--- src/sv/mhtq_pkg.sv ---
// ----------------------------------------------------------------------------
// Min-heap timer queue: shared types and constants
// Entry layout, item kinds, status codes, cell control words and the
// sequencer states used by the heap cells, the pop log and the top level.
// ----------------------------------------------------------------------------
package mhtq_pkg;

    localparam int DL_W   = 48;
    localparam int ID_W   = 31;
    localparam int CTX_W  = 32;
    localparam int KIND_W = 2;
    localparam int STAT_W = 3;

    typedef struct packed {
        logic [ID_W-1:0]  id;
        logic [DL_W-1:0]  deadline;
        logic [DL_W-1:0]  interval;
        logic [CTX_W-1:0] ctx;
    } t_entry;

    typedef enum logic [KIND_W-1:0] {
        KIND_ADD  = 2'd0,
        KIND_DEL  = 2'd1,
        KIND_FIRE = 2'd2
    } t_kind;

    typedef enum logic [STAT_W-1:0] {
        ST_ADDED    = 3'd0,
        ST_FIRED    = 3'd1,
        ST_DELETED  = 3'd2,
        ST_NO_ID    = 3'd3,
        ST_FULL     = 3'd4,
        ST_NONE_DUE = 3'd5
    } t_status;

    typedef enum logic [2:0] {
        OP_HOLD,
        OP_WRITE,
        OP_MOVE,
        OP_UP,
        OP_DOWN
    } t_cell_op;

    typedef struct packed {
        t_cell_op op;
        logic     sel;
        logic     vld;
        logic     root;
    } t_cell_ctrl;

    typedef struct packed {
        logic vld_l;
        logic vld_r;
        logic up_l;
        logic up_r;
        logic down;
    } t_cell_link;

    typedef struct packed {
        logic vld;
        logic up;
        logic take_l;
        logic take_r;
        logic match;
    } t_cell_stat;

    typedef enum logic [3:0] {
        S_IDLE,
        S_ADD_UP,
        S_DEL_PICK,
        S_REM_UP,
        S_REM_DOWN,
        S_FIRE_POP,
        S_RA_RD,
        S_RA_INS,
        S_RA_UP,
        S_EM_RD,
        S_EM_OUT,
        S_REPORT
    } t_state;

endpackage

--- src/sv/mhtq_cell.sv ---
// ----------------------------------------------------------------------------
// Min-heap timer queue: heap cell
// Holds one heap slot, loads it on a write or a move, and exchanges it with its
// parent or children when the pointer rests on it during a sift step.
// ----------------------------------------------------------------------------
module mhtq_cell (
    input  logic                       i_clk,
    input  mhtq_pkg::t_cell_ctrl       i_ctrl,
    input  mhtq_pkg::t_cell_link       i_link,
    input  mhtq_pkg::t_entry           i_wr,
    input  mhtq_pkg::t_entry           i_tail,
    input  mhtq_pkg::t_entry           i_parent,
    input  mhtq_pkg::t_entry           i_left,
    input  mhtq_pkg::t_entry           i_right,
    input  logic [mhtq_pkg::ID_W-1:0]  i_target_id,
    output mhtq_pkg::t_entry           o_entry,
    output mhtq_pkg::t_cell_stat       o_stat
);

    mhtq_pkg::t_entry          r_entry;
    mhtq_pkg::t_entry          n_entry;
    logic                      w_act_up;
    logic                      w_act_down;
    logic                      w_up;
    logic                      w_left_lt;
    logic                      w_take_l;
    logic                      w_take_r;
    logic [mhtq_pkg::DL_W-1:0] w_min_dl;

    assign w_act_up   = i_ctrl.sel && i_ctrl.vld && (i_ctrl.op == mhtq_pkg::OP_UP);
    assign w_act_down = i_ctrl.sel && i_ctrl.vld && (i_ctrl.op == mhtq_pkg::OP_DOWN);
    assign w_up       = w_act_up && !i_ctrl.root && (r_entry.deadline < i_parent.deadline);
    assign w_left_lt  = w_act_down && i_link.vld_l && (r_entry.deadline > i_left.deadline);
    assign w_min_dl   = w_left_lt ? i_left.deadline : r_entry.deadline;
    assign w_take_r   = w_act_down && i_link.vld_r && (w_min_dl > i_right.deadline);
    assign w_take_l   = w_left_lt && !w_take_r;

    always_comb begin
        n_entry = r_entry;
        unique case (i_ctrl.op)
            mhtq_pkg::OP_HOLD: begin
            end
            mhtq_pkg::OP_WRITE: begin
                if (i_ctrl.sel) begin
                    n_entry = i_wr;
                end
            end
            mhtq_pkg::OP_MOVE: begin
                if (i_ctrl.sel) begin
                    n_entry = i_tail;
                end
            end
            mhtq_pkg::OP_UP: begin
                priority if (w_up) begin
                    n_entry = i_parent;
                end else if (i_link.up_l) begin
                    n_entry = i_left;
                end else if (i_link.up_r) begin
                    n_entry = i_right;
                end
            end
            mhtq_pkg::OP_DOWN: begin
                priority if (w_take_l) begin
                    n_entry = i_left;
                end else if (w_take_r) begin
                    n_entry = i_right;
                end else if (i_link.down) begin
                    n_entry = i_parent;
                end
            end
        endcase
    end

    always_ff @(posedge i_clk) begin
        r_entry <= n_entry;
    end

    assign o_entry       = r_entry;
    assign o_stat.vld    = i_ctrl.vld;
    assign o_stat.up     = w_up;
    assign o_stat.take_l = w_take_l;
    assign o_stat.take_r = w_take_r;
    assign o_stat.match  = i_ctrl.vld && (r_entry.id == i_target_id);

endmodule

--- config.mk ---
export PLATFORM = sky130hd
export DESIGN_NAME = mhtq_cell
export DESIGN_NICKNAME = d
export VERILOG_FILES = /design/src/sv/mhtq_pkg.sv /design/src/sv/mhtq_cell.sv
export SDC_FILE = /design/constraint.sdc
export NUM_CORES = 1
export LEC_CHECK = 0
export ABC_AREA = 1
export BUFFER_PORTS_ARGS = -buffer_cell sky130_fd_sc_hd__buf_2
export CAP_MARGIN = 15
export CELL_PAD_IN_SITES_DETAIL_PLACEMENT = 1
export CELL_PAD_IN_SITES_GLOBAL_PLACEMENT = 1
export CORE_AREA = 2 2 389 391
export DETAILED_ROUTE_END_ITERATION = 16
export DIE_AREA = 0 0 391 393
export GPL_TIMING_DRIVEN = 0
export PLACE_DENSITY_LB_ADDON = 0.12
export SLEW_MARGIN = 0
export SYNTH_ARGS = -nofsm -noshare
export SYNTH_HDL_FRONTEND = slang
export SYNTH_SLANG_ARGS = --single-unit
--- constraint.sdc ---
create_clock -name i_clk -period 36.7 [get_ports i_clk]
set_clock_uncertainty 0.05 [all_clocks]
set_input_delay 3.67 -clock i_clk [delete_from_list [all_inputs] [get_ports i_clk]]
set_output_delay 3.67 -clock i_clk [all_outputs]
set_load 0.03 [all_outputs]
==> out/results.txt <==
reg2reg start -> o_entry[127]$_DFFE_PP_
Seq cells post-synth -> 159
setup tns final -> 0 ns
Leak Pwr -> 16.75 nW
post-CTS setup buffer count -> 0
Vias -> 32010
Worst-Skew Late Latency -> 0.56 ns
Post-Syn Area per Cell -> 5.815 µm²
gr ovfl total -> 0
std cell rows -> 142
Final HPWL DP -> 160900 µm
Synth Warn # -> 0
achievable clock frequency -> 0.07070 GHz
hold_ws -> 1.832 ns
post-route clock period utilization -> 38.54%
Synth cell types -> 38
final hold vios -> 0
RSZ-0062 raised after global routing -> no
Initial DRC Count -> 2037
Worst setup SP type -> input pin
Final GP Congestion -> 0.8964
Layout area overhead -> 36.67%
CP required -> 32.98 ns
Detail Route Antenna Nets -> 0
number of port buffers -> 1000
beginning of the critical path -> i_left[127]
Core Area -> 0.1492 mm²
Max Cap Viol -> 0
drt pass-1 iters -> 5
height of the chip -> 393 µm
clk sink count -> 159
maximum number of pins on one net before global-route repair -> 17
CP max FO -> 11
# DRC -> 0
sequential area share after synthesis -> 20.99%
Num CTS Buffers -> 17
Synth Net Count -> 4892
synthesized area -> 0.02274 mm²
initial core utilization -> 15.24%
wire length per cell -> 27.83 µm
max FFs per register -> 159
critical path type -> in2out
pwr/cell area -> 29.16 mW/mm²
antenna violations before repair -> 146
Hold/Removal Path Class -> reg2reg
Clock Tree Root -> clkbuf_16
CTS H-tree depth -> 4
outcome -> complete, no violations
share of layout cells above drive strength 1 -> 24.22%
chip width -> 391 µm
Mapped Cells -> 3911
vias per cell -> 4.612
vias in the first global route -> 32675
CTS clk-pin slew, worst paths -> 0.10 ns
Least-Margin Pin Slew -> 1.141 ns
GRT Total Usage -> 24.25%
maximum VDD drop -> 0.03279 mV
setup violators final -> 0
post-route minimum period -> 14.14 ns
final core occ -> 20.83%
first-pass GRT wire length -> 260000 µm
Inst Count DP -> 6878
post-cts resize count -> 0
Slew Viols, Final -> 0
final-stage net count -> 5934
CTS tree -> yes
die area -> 0.1537 mm²
CTS Buffer Depth -> 2
WP data arrival -> 10.42 ns
Hold Buf Count CTS -> 0
Worst Setup End Kind -> primary output
Final Non-Filler Cells -> 6941
relative slew slack -> 23.37%
Routed WL -> 193200 µm
hold path start -> o_entry[107]$_DFFE_PP_
I/O pin count -> 1002
[worst paths after layout]
| check | to | slack (ns) | cells past startpoint |
|---|---|---|---|
| setup / recovery | o_stat[2] | 22.56 | 25 |
| hold / removal | o_entry[4]$_DFFE_PP_ | 1.83 | 10 |
| setup reg to reg | o_entry[123]$_DFFE_PP_ | 27.93 | 27 |
| hold reg to reg | o_entry[4]$_DFFE_PP_ | 1.83 | 10 |
[kinds of logic after synthesis]
family | after synthesis | synth area share (%)
AO/OA/AOI/OAI | 358 | 8.208
XOR/XNOR | 9 | 0.3466
adder cells (fa/ha/maj) | 143 | 7.867
buffers and inverters | 1011 | 17.44
flip-flops | 159 | 20.99
multiplexers | 1 | 0.04401
AND/OR/NAND/NOR | 2230 | 45.10
[layout by cell type, fill, tap and decap left out, types with 2 or more instances in the layout]
cell type  synthesis  layout
nand2_1         1164    1164
buf_2            123    1123
inv_1            711     711
nand3_1          553     553
nand4_1          441     441
o21ai_0          240     240
edfxtp_1         159     159
clkbuf_1         161     157
ha_1             143     143
a21oi_1           59      59
nor2_1            49      48
diode_2            0      31
o21ai_1           30      30
clkbuf_16          0      17
buf_6              0      13
buf_4              5      11
nor3_1             9       8
xnor2_1            8       8
buf_1              7       7
o22ai_1            7       7
a21o_1             6       6
inv_6              0       6
o21a_1             5       5
inv_2              4       4
clkbuf_2           0       4
a221oi_1           4       4
nand2_2            3       3
nor3_2             2       3
clkinv_4           0       3
inv_8              0       3
buf_8              0       3
nand3_2            2       2
a22o_1             2       2
o2111ai_1          2       2
clkinv_1           0       2
[final cells by class]
class / count / area (µm²)
Fill cell: 19209 / 118200
Multi-Input combinational cell: 2741 / 14010
Timing Repair Buffer: 1023 / 5261
Sequential cell: 159 / 4775
Inverter: 715 / 2684
Tap cell: 1944 / 2432
Buffer: 296 / 1289
Clock buffer: 17 / 425.4
Clock inverter: 15 / 125.1
Antenna cell: 31 / 77.57
[cell usage after synthesis]
cell type  count  share of area (%)
nand2_1     1164                 19
inv_1        711                 12
nand3_1      553                 12
nand4_1      441                 12
o21ai_0      240                5.3
clkbuf_1     161                2.7
edfxtp_1     159                 21
ha_1         143                7.9
buf_2        123                2.7
a21oi_1       59                1.3
nor2_1        49               0.81
o21ai_1       30               0.66
nor3_1         9               0.20
xnor2_1        8               0.31
buf_1          7               0.12
o22ai_1        7               0.19
a21o_1         6               0.20
buf_4          5               0.17
o21a_1         5               0.17
a221oi_1       4               0.15
inv_2          4              0.066
nand2_2        3              0.083
a22o_1         2              0.077
nand3_2        2              0.088
nor3_2         2              0.088
o2111ai_1      2              0.077
a211oi_1       1              0.033
a21boi_0       1              0.033
a21oi_2        1              0.039
mux2i_1        1              0.044
nand3b_1       1              0.033
nor3_4         1              0.072
nor3b_1        1              0.033
nor4_1         1              0.028
nor4_4         1              0.094
nor4b_1        1              0.039
or2_2          1              0.028
xor2_1         1              0.039
[through the flow]
step | setup WS (ns) | cell area (µm²) | power (mW)
after floorplan | 18.46 | 22740 | 0.4915
after global placement | 2.874 | 30180 | 0.7141
after detailed placement | 22.39 | 30460 | 0.7098
after CTS | 22.37 | 31010 | 0.9222
after global routing | 22.06 | 31050 | 0.9619
final | 22.56 | 31080 | 0.9063
[routing by layer]
metal / GRT usage, % / vias up / wire (µm)
li1: - / 15039 / -
met4: 5.637 / 86 / 4952
met1: 30.65 / 15428 / 82850
met2: 41.66 / 1119 / 93040
met5: 0 / - / 565
met3: 5.390 / 338 / 11770
[where the power goes]
part	leakage [nW]	switching (mW)	total [mW]	internal [mW]
Clock	0.274	0.115	0.204	0.0890
Combinational	15.0	0.307	0.440	0.132
Sequential	1.50	0.0277	0.262	0.235
[critical path, cell delays in order]
cell,delay [ns]
buf_2,0.14
inv_1,0.11
ha_1,0.33
a21oi_1,0.20
o21a_1,0.15
nand2_1,0.05
a21oi_1,0.51
nand3_2,0.47
nand2_2,0.21
buf_2,0.47
clkbuf_1,0.56
o21ai_0,0.19
ha_1,0.33
nand2_1,0.10
nor3_1,0.51
nand3_1,0.15
nor2_1,0.30
nor2_1,0.20
nand2_2,0.17
buf_2,0.60
buf_2,0.41
inv_1,0.12
nor2_1,0.10
buf_4,0.11
buf_2,0.18
No activity file was read; power rests on OpenSTA's default activity.
